File: src/rtl/dlb_pkg.sv
// Shared types, codes and constants for the decimal limb bignum ALU.
`timescale 1ns / 1ps

package dlb_pkg;

  // Limb radix and the reciprocal used to split a cell sum into digit and carry
  localparam int          RADIX      = 10000;
  localparam int          LIMBS_DEF  = 256;
  localparam int          SUM_W      = 27;
  localparam logic [23:0] RECIP_625  = 24'd13743896;
  localparam int          RECIP_SH   = 33;

  // Transaction commands
  localparam logic [2:0] CMD_LOAD  = 3'd0;
  localparam logic [2:0] CMD_WRITE = 3'd1;
  localparam logic [2:0] CMD_MUL   = 3'd2;
  localparam logic [2:0] CMD_ADD   = 3'd3;
  localparam logic [2:0] CMD_POW   = 3'd4;
  localparam logic [2:0] CMD_READ  = 3'd5;

  // Cell step kinds
  localparam logic [1:0] STEP_NONE  = 2'd0;
  localparam logic [1:0] STEP_SHIFT = 2'd1;
  localparam logic [1:0] STEP_HOLD  = 2'd2;
  localparam logic [1:0] STEP_DBL   = 2'd3;

  // Partial product register updates
  localparam logic [1:0] M_KEEP = 2'd0;
  localparam logic [1:0] M_ZERO = 2'd1;
  localparam logic [1:0] M_MUL  = 2'd2;
  localparam logic [1:0] M_OPND = 2'd3;

  // Digit shift register load sources
  localparam logic [1:0] Q_ACC  = 2'd0;
  localparam logic [1:0] Q_OPND = 2'd1;
  localparam logic [1:0] Q_BASE = 2'd2;
  localparam logic [1:0] Q_PROD = 2'd3;

  // Data handed from one cell to the next
  typedef struct packed {
    logic [13:0] p;
    logic [13:0] c;
    logic [13:0] cin;
    logic [13:0] q;
  } link_t;

  // Control broadcast to every cell
  typedef struct packed {
    logic [1:0]  step;
    logic [1:0]  mset;
    logic        pclr;
    logic        pfroma;
    logic        qload;
    logic [1:0]  qsrc;
    logic        qshift;
    logic        commit;
    logic        set_one;
    logic        bcopy;
    logic        wr_en;
    logic [7:0]  wr_idx;
    logic [13:0] wr_val;
  } ctl_t;

endpackage

File: src/rtl/dlb_cell.sv
// One limb cell: accumulator, operand and base digits, carry-save product digit.
`timescale 1ns / 1ps

module dlb_cell #(
  parameter int IDX = 0,
  parameter bit TOP = 1'b0
) (
  input  logic            clk,
  input  logic            rst_n,
  input  dlb_pkg::ctl_t   ctl,
  input  logic [13:0]     q_top,
  input  logic            inj,
  input  dlb_pkg::link_t  nb,
  output dlb_pkg::link_t  lk,
  output logic            drop
);

  logic [13:0] a_r, o_r, bs_r, p_r, c_r, q_r;
  logic [dlb_pkg::SUM_W-1:0] m_r;
  logic [dlb_pkg::SUM_W-1:0] pin, cin, t, rem;
  logic [22:0] n;
  logic [46:0] prod;
  logic [13:0] qt;
  logic [27:0] mul;

  // Select the step operands
  always_comb begin
    case (ctl.step)
      dlb_pkg::STEP_SHIFT: begin
        pin = dlb_pkg::SUM_W'(nb.p);
        cin = dlb_pkg::SUM_W'(nb.cin);
      end
      dlb_pkg::STEP_HOLD: begin
        pin = dlb_pkg::SUM_W'(p_r);
        cin = dlb_pkg::SUM_W'(nb.c);
      end
      dlb_pkg::STEP_DBL: begin
        pin = dlb_pkg::SUM_W'({p_r, 1'b0});
        cin = dlb_pkg::SUM_W'({nb.c, 1'b0});
      end
      default: begin
        pin = '0;
        cin = '0;
      end
    endcase
  end

  // Split the sum into digit and carry: divide by 16, then by 625 via reciprocal
  always_comb begin
    t    = pin + m_r + cin + dlb_pkg::SUM_W'(inj);
    n    = t[dlb_pkg::SUM_W-1:4];
    prod = 47'(n) * 47'(dlb_pkg::RECIP_625);
    qt   = prod[46:dlb_pkg::RECIP_SH];
    rem  = t - dlb_pkg::SUM_W'(qt) * dlb_pkg::SUM_W'(dlb_pkg::RADIX);
    mul  = 28'(q_top) * 28'(a_r);
  end

  // Flag anything pushed past the top limb
  assign drop = TOP && (ctl.step != dlb_pkg::STEP_NONE) &&
                ((qt != '0) ||
                 ((ctl.step == dlb_pkg::STEP_SHIFT) && ((p_r != '0) || (nb.c != '0))));

  // Partial product register
  always_ff @(posedge clk) begin
    case (ctl.mset)
      dlb_pkg::M_ZERO: m_r <= '0;
      dlb_pkg::M_MUL:  m_r <= mul[dlb_pkg::SUM_W-1:0];
      dlb_pkg::M_OPND: m_r <= dlb_pkg::SUM_W'(o_r);
      default:         m_r <= m_r;
    endcase
  end

  // Product digit and pending carry
  always_ff @(posedge clk) begin
    if (ctl.pclr) begin
      p_r <= '0;
      c_r <= '0;
    end else if (ctl.pfroma) begin
      p_r <= a_r;
      c_r <= '0;
    end else if (ctl.step != dlb_pkg::STEP_NONE) begin
      p_r <= rem[13:0];
      c_r <= TOP ? 14'd0 : qt;
    end
  end

  // Digit shift register
  always_ff @(posedge clk) begin
    if (ctl.qload) begin
      case (ctl.qsrc)
        dlb_pkg::Q_ACC:  q_r <= a_r;
        dlb_pkg::Q_OPND: q_r <= o_r;
        dlb_pkg::Q_BASE: q_r <= bs_r;
        default:         q_r <= p_r;
      endcase
    end else if (ctl.qshift) begin
      q_r <= nb.q;
    end
  end

  // Power base copy
  always_ff @(posedge clk) begin
    if (ctl.bcopy) begin
      bs_r <= a_r;
    end
  end

  // Accumulator and operand digits
  always_ff @(posedge clk) begin
    if (!rst_n) begin
      a_r <= '0;
      o_r <= '0;
    end else begin
      if (ctl.commit) begin
        a_r <= p_r;
      end else if (ctl.set_one) begin
        a_r <= (IDX == 0) ? 14'd1 : 14'd0;
      end
      if (ctl.wr_en && (int'(ctl.wr_idx) == IDX)) begin
        o_r <= ctl.wr_val;
      end
    end
  end

  assign lk.p   = p_r;
  assign lk.c   = c_r;
  assign lk.cin = nb.c;
  assign lk.q   = q_r;

endmodule
File: config.mk
export PLATFORM = sky130hd
export DESIGN_NAME = dlb_cell
export DESIGN_NICKNAME = d
export VERILOG_FILES = /design/src/rtl/dlb_pkg.sv /design/src/rtl/dlb_cell.sv
export SDC_FILE = /design/constraint.sdc
export NUM_CORES = 1
export LEC_CHECK = 0
export ABC_CLOCK_PERIOD_IN_PS = 16700
export BUFFER_PORTS_ARGS = -buffer_cell sky130_fd_sc_hd__buf_2
export CAP_MARGIN = 5
export CORE_AREA = 3 3 274 276
export DETAILED_ROUTE_END_ITERATION = 6
export DIE_AREA = 0 0 277 279
export GPL_ROUTABILITY_DRIVEN = 0
export MAX_ROUTING_LAYER = met4
export PLACE_DENSITY_LB_ADDON = 0.12
export REMOVE_ABC_BUFFERS = 1
export SKIP_LAST_GASP = 1
export SYNTH_ARGS = -nofsm -noshare
export SYNTH_HDL_FRONTEND = slang
export SYNTH_SLANG_ARGS = --single-unit
File: constraint.sdc
create_clock -name clk -period 16.7 [get_ports clk]
set_input_delay 1.67 -clock clk [delete_from_list [all_inputs] [get_ports clk]]
set_output_delay 1.67 -clock clk [all_outputs]
set_load 0.005 [all_outputs]
Word level (Yosys, flattened, before mapping)
Index checks and enable logic that the tools add are counted.
- $add $sub $neg: 4
- multiply operators: 3
- equality and inequality tests: 8
- multiplexer cells: 10
- reduce and logical (&&, ||, !) cells: 9
- operator list (cell ; count):
    case mux 15 bit (3 select lines) ; 2
    two-way mux 14 bit ; 6
    case mux 27 bit (3 select lines) ; 1
    adder 27 bit ; 2
    multiplier 23 x 21 -> 44 bit, second input constant ; 1
    case mux 14 bit (3 select lines) ; 1
    adder 27 x 1 -> 27 bit ; 1
    multiplier 14 x 14 -> 27 bit ; 1
    multiplier 14 x 10 -> 10 bit, second input constant ; 1
    subtractor 14 bit ; 1
    equality test 2 bit, second input constant ; 5
    zero test 8 bit ; 1
    nonzero test 2 bit ; 4
    equality test 2 x 1 -> 1 bit, second input constant ; 3
    nonzero test 3 bit ; 1
    zero test 2 bit ; 1
    OR reduction 2 bit ; 1
    logical AND 1 bit ; 1
- register bits: 111
- output and inout port bits: 57
- logic and storage cells: 41

Logic depth before layout (Yosys ltp)
Gate-level depths: netlist of the first run.
- word-level depth: 10
- gate-level depth with buffers: 57

Worst setup path after synthesis of the first run
No wires, ideal clock.
- path kind: input port to flip-flop
- from: in ctl[34] (netlist bit)
- to: reg p_r[13]
- setup time: 0.136 ns
- data arrival time: 14.211 ns
- required time: 16.564 ns
- slack: 2.354 ns
- cell stages on the path: 53
- cells stage by stage: buf_1 > buf_1 > mux2_2 > a22o_1 > fa_1 > ha_1 > o21ai_1 > o21ai_1 > a21o_1 > a21oi_2 > o21a_1 > o21ai_1 > a21o_2 > a21oi_1 > nor2b_1 > o31ai_4 > xor2_2 > inv_1 > [... 17 more ...] > inv_1 > a21oi_1 > xnor2_1 > fa_1 > ha_1 > ha_1 > inv_1 > fa_1 > inv_1 > ha_1 > a21oi_1 > xnor2_1 > xnor3_1 > xor2_1 > xnor3_1 > xnor2_1 > xnor2_1 > o32ai_2
- word-level cells in the longest chain between the ends: 10
- elaborated cells on any way between the ends: 15
- RTL lines (element ; line ; source):
    start, declared ; dlb_cell.sv:10 ; input dlb_pkg::ctl_t ctl,
    equality test 2 bit / equality test 2 x 1 -> 1 bit (equally long branches) ; dlb_cell.sv:28 ; case (ctl.step)
    case mux 15 bit (3 select lines) ; dlb_cell.sv:28 ;
    adder 27 bit ; dlb_cell.sv:50 ; t = pin + m_r + cin + dlb_pkg::SUM_W'(inj);
    adder 27 bit (*) ; dlb_cell.sv:50 ;
    adder 27 x 1 -> 27 bit (*) ; dlb_cell.sv:50 ;
    multiplier 23 x 21 -> 44 bit (*) ; dlb_cell.sv:52 ; prod = 47'(n) * 47'(dlb_pkg::RECIP_625);
    net prod[35] ; dlb_cell.sv:22 ; logic [46:0] prod;
    multiplier 14 x 10 -> 10 bit (*) ; dlb_cell.sv:54 ; rem = t - dlb_pkg::SUM_W'(qt) * dlb_pkg::SUM_W'(dlb_pkg::RADIX);
    subtractor 14 bit (*) ; dlb_cell.sv:54 ;
    two-way mux 14 bit (*) ; dlb_cell.sv:81 ; end else if (ctl.step != dlb_pkg::STEP_NONE) begin
    two-way mux 14 bit (*) ; dlb_cell.sv:78 ; end else if (ctl.pfroma) begin
    end signal, assigned ; dlb_cell.sv:79 ; p_r <= a_r;
    end signal, assigned ; dlb_cell.sv:82 ; p_r <= rem[13:0];
    end, declared ; dlb_cell.sv:18 ; logic [13:0] a_r, o_r, bs_r, p_r, c_r, q_r;
The timed path passes the listed nets; every way through them passes the cells marked *. The select of a mux whose other input is x is not followed.
A chain may end at the register's enable or synchronous reset.

Worst setup path in the final report of the first run
Ends and elaborated chain as after synthesis.

==> parameters.txt, run 1 <==
Parameter                              Value

Logic synthesis
  Cell types with the largest area share after synthesis ... sky130_fd_sc_hd__fa_1 (31%), sky130_fd_sc_hd__ha_1 (18%), sky130_fd_sc_hd__inv_1 (8.0%)
  Synthesized-area fraction occupied by xor and xnor cells ... about 4.2%
  Cell accounting for the most synthesized area ... sky130_fd_sc_hd__fa_1
  Top post-synthesis cells by count ... sky130_fd_sc_hd__inv_1 (465), sky130_fd_sc_hd__fa_1 (338), sky130_fd_sc_hd__ha_1 (320)
  Flip-flop cell with the highest count after synthesis ... sky130_fd_sc_hd__dfxtp_1
  Number of warnings reported in the yosys synthesis log ... 0
  Count leader, synth ... sky130_fd_sc_hd__inv_1
  Yosys top cell area share ... a little under a third
  Mux share of post-synthesis cell area ... 4.381%
  Simple-gate share of the synthesized area ... 11.15%
  Netlist Area Pre-Place ... approximately 22000 µm²
  Combinational family with the most area after synthesis ... adder cells
  Register bit count reported by yosys ... ~110
  Complex-gate fraction of the synthesized area ... 8.453%
  Proportion of synthesized chip area in sequential cells ... between 10% and 20%
  Share of flip-flops with an asynchronous set or reset ... 0%
  Arithmetic-cell share of the synthesized area counting full adders, half adders and majority gates ... 49.39%
  Count of flip-flops with a built-in enable after synthesis ... 55
  Count of cell types in the netlist ... 86
  Post-Syn Instances ... 2249
  Mean Syn Cell Area ... about 10 µm²

Cells and area
  Number of nets in the finished design ... between 3000 and 4000
  Proportion of layout cells with a drive suffix above 1 ... 12.27%
  Combined area of the multi-input logic cells ... 16960 µm²
  Number of fill cells in the layout ... ~7600
  Area taken by flip-flops and latches ... roughly 2800 µm²
  Layout area overhead ... 9.501%

Clocking
  Root buffer cell ... sky130_fd_sc_hd__clkbuf_16
  Number of H-tree levels ... 3
  Setup fix buffers added after clock tree synthesis ... 0
  Insertion delay to the later sink of the worst-skew pair ... 370 ps
  Total clock buffers created by CTS ... 9
  CTS Buffer Depth ... 2
  Number of buffers inserted for hold repair after clock tree synthesis ... 0
  Worst-path clk slew ... about 70 ps
  TritonCTS clock tree ... done
  Number of clock sinks ... between 100 and 150
  Quantity of gates resized following cts ... 0

Die
  Die height ... between 200 and 300 µm
  Initial core utilization ... ~30%
  Die X-Extent ... around 280 µm
  Floorplan Core Area ... 72830 µm²
  Std cell rows ... between 90 and 100
  Area of the die ... ~77000 µm²
  Boundary Pins ... between 150 and 200

Setup path
  Category of the critical setup timing path ... in -> reg
  Kind of end point of the critical path ... flop
  Beginning of the worst register-to-register path ... p_r[1]$_SDFFE_PP0P_
  Worst Setup Start Kind ... input pin
  Largest stage delay, worst path ... between 600 and 700 ps
  R2r endpoint ... p_r[13]$_SDFFE_PP0P_
  Highest-delay cell along the critical path ... sky130_fd_sc_hd__a2111oi_2
  Data arrival time of the critical path ... 15740 ps
  Worst path most repeated cell ... sky130_fd_sc_hd__fa_1
  Buffer and inverter count on the worst path ... 10
  Required time reported for the critical path endpoint ... around 17000 ps
  Worst reg-to-reg path cell count ... ~50
  Crit-path max FO ... 32
  Cell family with most CP delay ... adder cells
  Reg-to-reg setup timing slack ... 3070 ps

Min path
  Min-Delay Startpoint ... c_r[7]$_SDFFE_PP0P_
  Worst min-delay path endpoint ... c_r[7]$_SDFFE_PP0P_
  Hold path depth ... 2
  Tightest Hold Check Type ... reg -> reg

Route
  Count of vias placed by the detailed router ... around 16000
  DR iter-0 viols ... between 700 and 800
  Post-route ant nets ... 0
  Remaining routing DRC violations ... 0
  Detailed Routing Iterations Pass 1 ... 5
  Overall routed net length ... between 60000 and 70000 µm
  Mean routed wirelength per cell ... between 15 and 20 µm
  Ratio of routed vias to standard cells ... between 4 and 5

Place
  Pre-CTS setup slack ... approximately 770 ps
  Total half-perimeter wirelength after legalization and detailed placement ... 56320 µm
  PortBufs ... approximately 160

Global routing
  First-pass GRT wire length ... just over 100000 µm
  Vias in the first global route ... between 15000 and 20000
  Grt ovf ... 0
  Initial antenna violation count ... 3
  GRT Resource Usage Total ... 17.56%
  Pin count of the biggest net entering global routing ... 33

Run
  Max-cap viol count ... 0

Timing
  Final max-slew violation count ... 0
  Clock skew after layout ... 16.08 ps
  Portion of the clock cycle consumed by the worst path in the final layout ... between 90 and 100%
  Fmax ... roughly 65 MHz
  Setup TNS Final ... 0 ps
  Final setup vio count ... 0
  Setup repair after global routing missed its margin ... no
  Slew margin rel. ... between 20% and 30%
  Slew of the pin with the lowest slew margin ... around 1000 ps
  Time the final worst path needs with I/O delays and setup ... around 16000 ps
  Hold violation total from the final report ... 0
  Final worst slack ... 1198 ps

Status
  Run status ... complete, no violations
==> metal layers <==
metal	up-vias	part of all wire, %	GRT usage, %
met5	-	0	-
met4	0	2.7	5.199
met3	72	2.3	0.8946
met2	231	50	30.32
met1	7913	45	22.36
li1	7421	-	-
==> cells in the final DEF, fill, tap and decap left out, types with 9 or more instances in the layout <==
| cell | instances |
|---|---|
| sky130_fd_sc_hd__a21o_1 | 24 |
| sky130_fd_sc_hd__a21oi_1 | 95 |
| sky130_fd_sc_hd__a22o_1 | 27 |
| sky130_fd_sc_hd__and2_1 | 88 |
| sky130_fd_sc_hd__and3_1 | 14 |
| sky130_fd_sc_hd__buf_2 | 164 |
| sky130_fd_sc_hd__buf_4 | 16 |
| sky130_fd_sc_hd__clkbuf_16 | 9 |
| sky130_fd_sc_hd__dfxtp_1 | 56 |
| sky130_fd_sc_hd__edfxtp_1 | 55 |
| sky130_fd_sc_hd__fa_1 | 338 |
| sky130_fd_sc_hd__ha_1 | 320 |
| sky130_fd_sc_hd__inv_1 | 465 |
| sky130_fd_sc_hd__mux2_2 | 41 |
| sky130_fd_sc_hd__mux2i_1 | 18 |
| sky130_fd_sc_hd__mux4_2 | 14 |
| sky130_fd_sc_hd__nand2_1 | 197 |
| sky130_fd_sc_hd__nand3_1 | 16 |
| sky130_fd_sc_hd__nor2_1 | 66 |
| sky130_fd_sc_hd__nor2b_1 | 43 |
| sky130_fd_sc_hd__nor3_1 | 17 |
| sky130_fd_sc_hd__nor3b_1 | 13 |
| sky130_fd_sc_hd__o21ai_0 | 34 |
| sky130_fd_sc_hd__xnor2_1 | 54 |
| sky130_fd_sc_hd__xor2_1 | 37 |
==> flip-flops by register name, summed over array words and instances, names as in the netlist <==
register / cells
bs_r: 14
m_r: 27
p_r: 14
a_r: 14
q_r: 14
c_r: 14
o_r: 14
==> through the flow <==
stage | instance area (µm²) | std cells | hold slack [ps] | utilization, %
2_1_floorplan | 21490 | 2168 | 448.2 | -
3_3_place_gp | 23630 | 3307 | 443.6 | 32.45
3_5_place_dp | 23630 | 3307 | 444.1 | 32.45
4_1_cts | 23920 | 3323 | 462.6 | 32.84
5_1_grt | 23920 | 3325 | 483.8 | 32.85
6_report | 23920 | 3325 | 459.4 | 32.85
==> final cells by class <==
cell class | count | area share [%]
Timing Repair Buffer | 180 | 3.933
Inverter | 468 | 7.343
Clock inverter | 6 | 0.2353
Tap cell | 959 | 5.015
Antenna cell | 2 | 0.02092
Multi-Input combinational cell | 1589 | 70.91
Clock buffer | 10 | 0.9571
Sequential cell | 111 | 11.59
==> worst reg2reg max path: cells and delay by family, from the launching register on <==
| family | cells | cell delay, ps |
|---|---|---|
| AOI/OAI and AO/OA | 17 | 3580 |
| xor gates and xnor gates | 8 | 1800 |
| adders and majority gates | 15 | 6580 |
| buffers and inverters | 8 | 610 |
| DFF | 1 | 440 |
| muxes | 1 | 320 |
| and+or+nand+nor | 2 | 240 |
==> worst max path at each step <==
stage / from / to / slack (ps) / cells after the start
floorplan: ctl[34] / p_r[13]$_SDFFE_PP0P_ / 2060 / 53
global placement: ctl[34] / p_r[13]$_SDFFE_PP0P_ / 1020 / 53
detailed placement: ctl[34] / p_r[13]$_SDFFE_PP0P_ / 770 / 52
CTS: ctl[34] / p_r[13]$_SDFFE_PP0P_ / 1140 / 52
global route: ctl[34] / p_r[13]$_SDFFE_PP0P_ / 320 / 53
finish: ctl[34] / p_r[13]$_SDFFE_PP0P_ / 1200 / 53
==> logic make-up (layout without fill, tap and decap cells) <==
kind of cell	after synthesis	count (layout)
AO/OA/AOI/OAI	266	266
other	1	3
flip-flops	111	111
AND/OR/NAND/NOR	492	492
XOR/XNOR	97	97
buffers and inverters	549	664
multiplexers	73	73
adder cells (fa/ha/maj)	660	660
Power of run 1 is left out: the tool's default activity adds up to more than one toggle a clock period on the data nets, which glitch-free logic cannot reach.
==> run 2, diff against run 1 <==
- GPL_ROUTABILITY_DRIVEN: 0 -> default
- MAX_ROUTING_LAYER: met4 -> default
==> parameters.txt, run 2 (synthesized netlist as in run 1, its figures left out) <==
Parameter                              Value

Global routing
  Vias in the first global route ... 16990 (+0.17%)
  GRT Resource Usage Total ... 17.03% (-0.53 points)
  Grt ovf ... 0 (unchanged)
  First-pass GRT wire length ... 101600 µm (about the same)
  Pin count of the biggest net entering global routing ... 33 (unchanged)
  Initial antenna violation count ... 3 (unchanged)

Setup path
  Cell family with most CP delay ... adder cells
  Crit-path max FO ... 32 (unchanged)
  Worst Setup Start Kind ... input pin
  Reg-to-reg setup timing slack ... 3060 ps (about the same)
  Buffer and inverter count on the worst path ... 10 (unchanged)
  Kind of end point of the critical path ... flop
  Highest-delay cell along the critical path ... sky130_fd_sc_hd__a2111oi_2
  R2r endpoint ... p_r[13]$_SDFFE_PP0P_
  Worst reg-to-reg path cell count ... 51 (unchanged)
  Data arrival time of the critical path ... 15750 ps (about the same)
  Worst path most repeated cell ... sky130_fd_sc_hd__fa_1
  Largest stage delay, worst path ... 640 ps (about the same)
  Category of the critical setup timing path ... in -> reg
  Beginning of the worst register-to-register path ... p_r[0]$_SDFFE_PP0P_
  Required time reported for the critical path endpoint ... 16940 ps (about the same)

Clocking
  Worst-path clk slew ... 80 ps (about the same)
  Root buffer cell ... sky130_fd_sc_hd__clkbuf_16
  Total clock buffers created by CTS ... 9 (unchanged)
  Number of H-tree levels ... 3 (unchanged)
  CTS Buffer Depth ... 2 (unchanged)
  Quantity of gates resized following cts ... 0 (unchanged)
  TritonCTS clock tree ... done
  Setup fix buffers added after clock tree synthesis ... 0 (unchanged)
  Insertion delay to the later sink of the worst-skew pair ... 370 ps (about the same)
  Number of clock sinks ... 111 (unchanged)
  Number of buffers inserted for hold repair after clock tree synthesis ... 0 (unchanged)

Route
  Mean routed wirelength per cell ... 19.82 µm (about the same)
  Count of vias placed by the detailed router ... 15630 (-0.051%)
  Remaining routing DRC violations ... 0 (unchanged)
  Ratio of routed vias to standard cells ... 4.700 (about the same)
  Overall routed net length ... 65890 µm (about the same)
  Detailed Routing Iterations Pass 1 ... 5 (unchanged)
  Post-route ant nets ... 0 (unchanged)
  DR iter-0 viols ... 711 (-5.3%)

Min path
  Worst min-delay path endpoint ... c_r[7]$_SDFFE_PP0P_
  Tightest Hold Check Type ... reg -> reg
  Min-Delay Startpoint ... c_r[7]$_SDFFE_PP0P_
  Hold path depth ... 2 (unchanged)

Cells and area
  Combined area of the multi-input logic cells ... 16960 µm² (unchanged)
  Number of flip-flops in the largest register ... 27 (unchanged)
  Area taken by flip-flops and latches ... 2773 µm² (unchanged)
  Number of nets in the finished design ... 3126 (unchanged)
  Largest reg by FF count ... m_r
  Total non-filler cell area in the finished layout ... 23920 µm² (unchanged)
  Leading cell type in the layout, fill and taps excluded ... sky130_fd_sc_hd__inv_1
  Commonest non-fill, non-tap cells in the layout ... sky130_fd_sc_hd__inv_1 (465), sky130_fd_sc_hd__fa_1 (338), sky130_fd_sc_hd__ha_1 (320)
  Proportion of layout cells with a drive suffix above 1 ... 12.27% (unchanged)
  Layout area overhead ... 9.501% (unchanged)
  Number of fill cells in the layout ... 7594 (unchanged)

Die
  Boundary Pins ... 166 (unchanged)
  Floorplan Core Area ... 72830 µm² (unchanged)
  Die height ... 279 µm (unchanged)
  Initial core utilization ... 30.00% (unchanged)
  Std cell rows ... 99 (unchanged)
  Die X-Extent ... 277 µm (unchanged)
  Area of the die ... 77280 µm² (unchanged)

Status
  Run status ... complete, no violations

Timing
  Final setup vio count ... 0 (unchanged)
  Hold violation total from the final report ... 0 (unchanged)
  Fmax ... 64.48 MHz (about the same)
  Slew margin rel. ... 28.66% (-1.0 points)
  Time the final worst path needs with I/O delays and setup ... 15510 ps (+6.650 ps)
  Portion of the clock cycle consumed by the worst path in the final layout ... 92.86% (about the same)
  Clock skew after layout ... 12.66 ps (-3.415 ps)
  Setup repair after global routing missed its margin ... no
  Setup TNS Final ... 0 ps (unchanged)
  Slew of the pin with the lowest slew margin ... 1065 ps (+15.29 ps)
  Final max-slew violation count ... 0 (unchanged)

Run
  Max-cap viol count ... 0 (unchanged)

Place
  Area post-placement ... 23630 µm² (unchanged)
  PortBufs ... 164 (unchanged)
  Total half-perimeter wirelength after legalization and detailed placement ... 56320 µm (unchanged)
  Placer Congestion ... just under 0.9
run 2: tightest hold or removal path, cell delays in order, from the launching register on:
cell and delay [ps]:
sky130_fd_sc_hd__dfxtp_1 320, sky130_fd_sc_hd__nand2_1 50, sky130_fd_sc_hd__a21oi_1 50
run 2: worst max-delay path by stage:
stage / startpoint / endpoint / slack [ps] / cells past startpoint
after floorplan: ctl[34] / p_r[13]$_SDFFE_PP0P_ / 2060 / 53
after global routing: ctl[34] / p_r[13]$_SDFFE_PP0P_ / 320 / 53
after CTS: ctl[34] / p_r[13]$_SDFFE_PP0P_ / 1140 / 52
after detailed placement: ctl[34] / p_r[13]$_SDFFE_PP0P_ / 770 / 52
after global placement: ctl[34] / p_r[13]$_SDFFE_PP0P_ / 1020 / 53
final: ctl[34] / p_r[13]$_SDFFE_PP0P_ / 1190 / 53
run 2: final cells by class:
cell class / count / area share (%)
multi-input combinational: 1589 / 70.91
sequential: 111 / 11.59
inverter: 468 / 7.343
tap: 959 / 5.015
timing repair buffer: 180 / 3.933
clock buffer: 10 / 0.9571
clock inverter: 6 / 0.2353
antenna: 2 / 0.02092
run 2: per-stage QoR:
step / hold WS (ps) / setup slack [ps] / instances / util, %
after floorplan: 448.2 / 2056 / 2168 / -
after global placement: 443.6 / 1019 / 3307 / 32.45
after detailed placement: 444.1 / 771.2 / 3307 / 32.45
after CTS: 462.6 / 1138 / 3323 / 32.84
after global routing: 483.8 / 316.5 / 3325 / 32.85
final: 458.7 / 1192 / 3325 / 32.85
run 2: per-layer routing:
metal  vias up  global-route usage (%)  part of all wire, %
li1       7419                       -                    -
met1      7902                   22.29                   45
met2       237                   30.33                   50
met3        71                  0.9365                  2.2
met4         0                   5.199                  2.8
met5         -                       0                    0
Power of run 2 is left out for the same reason.
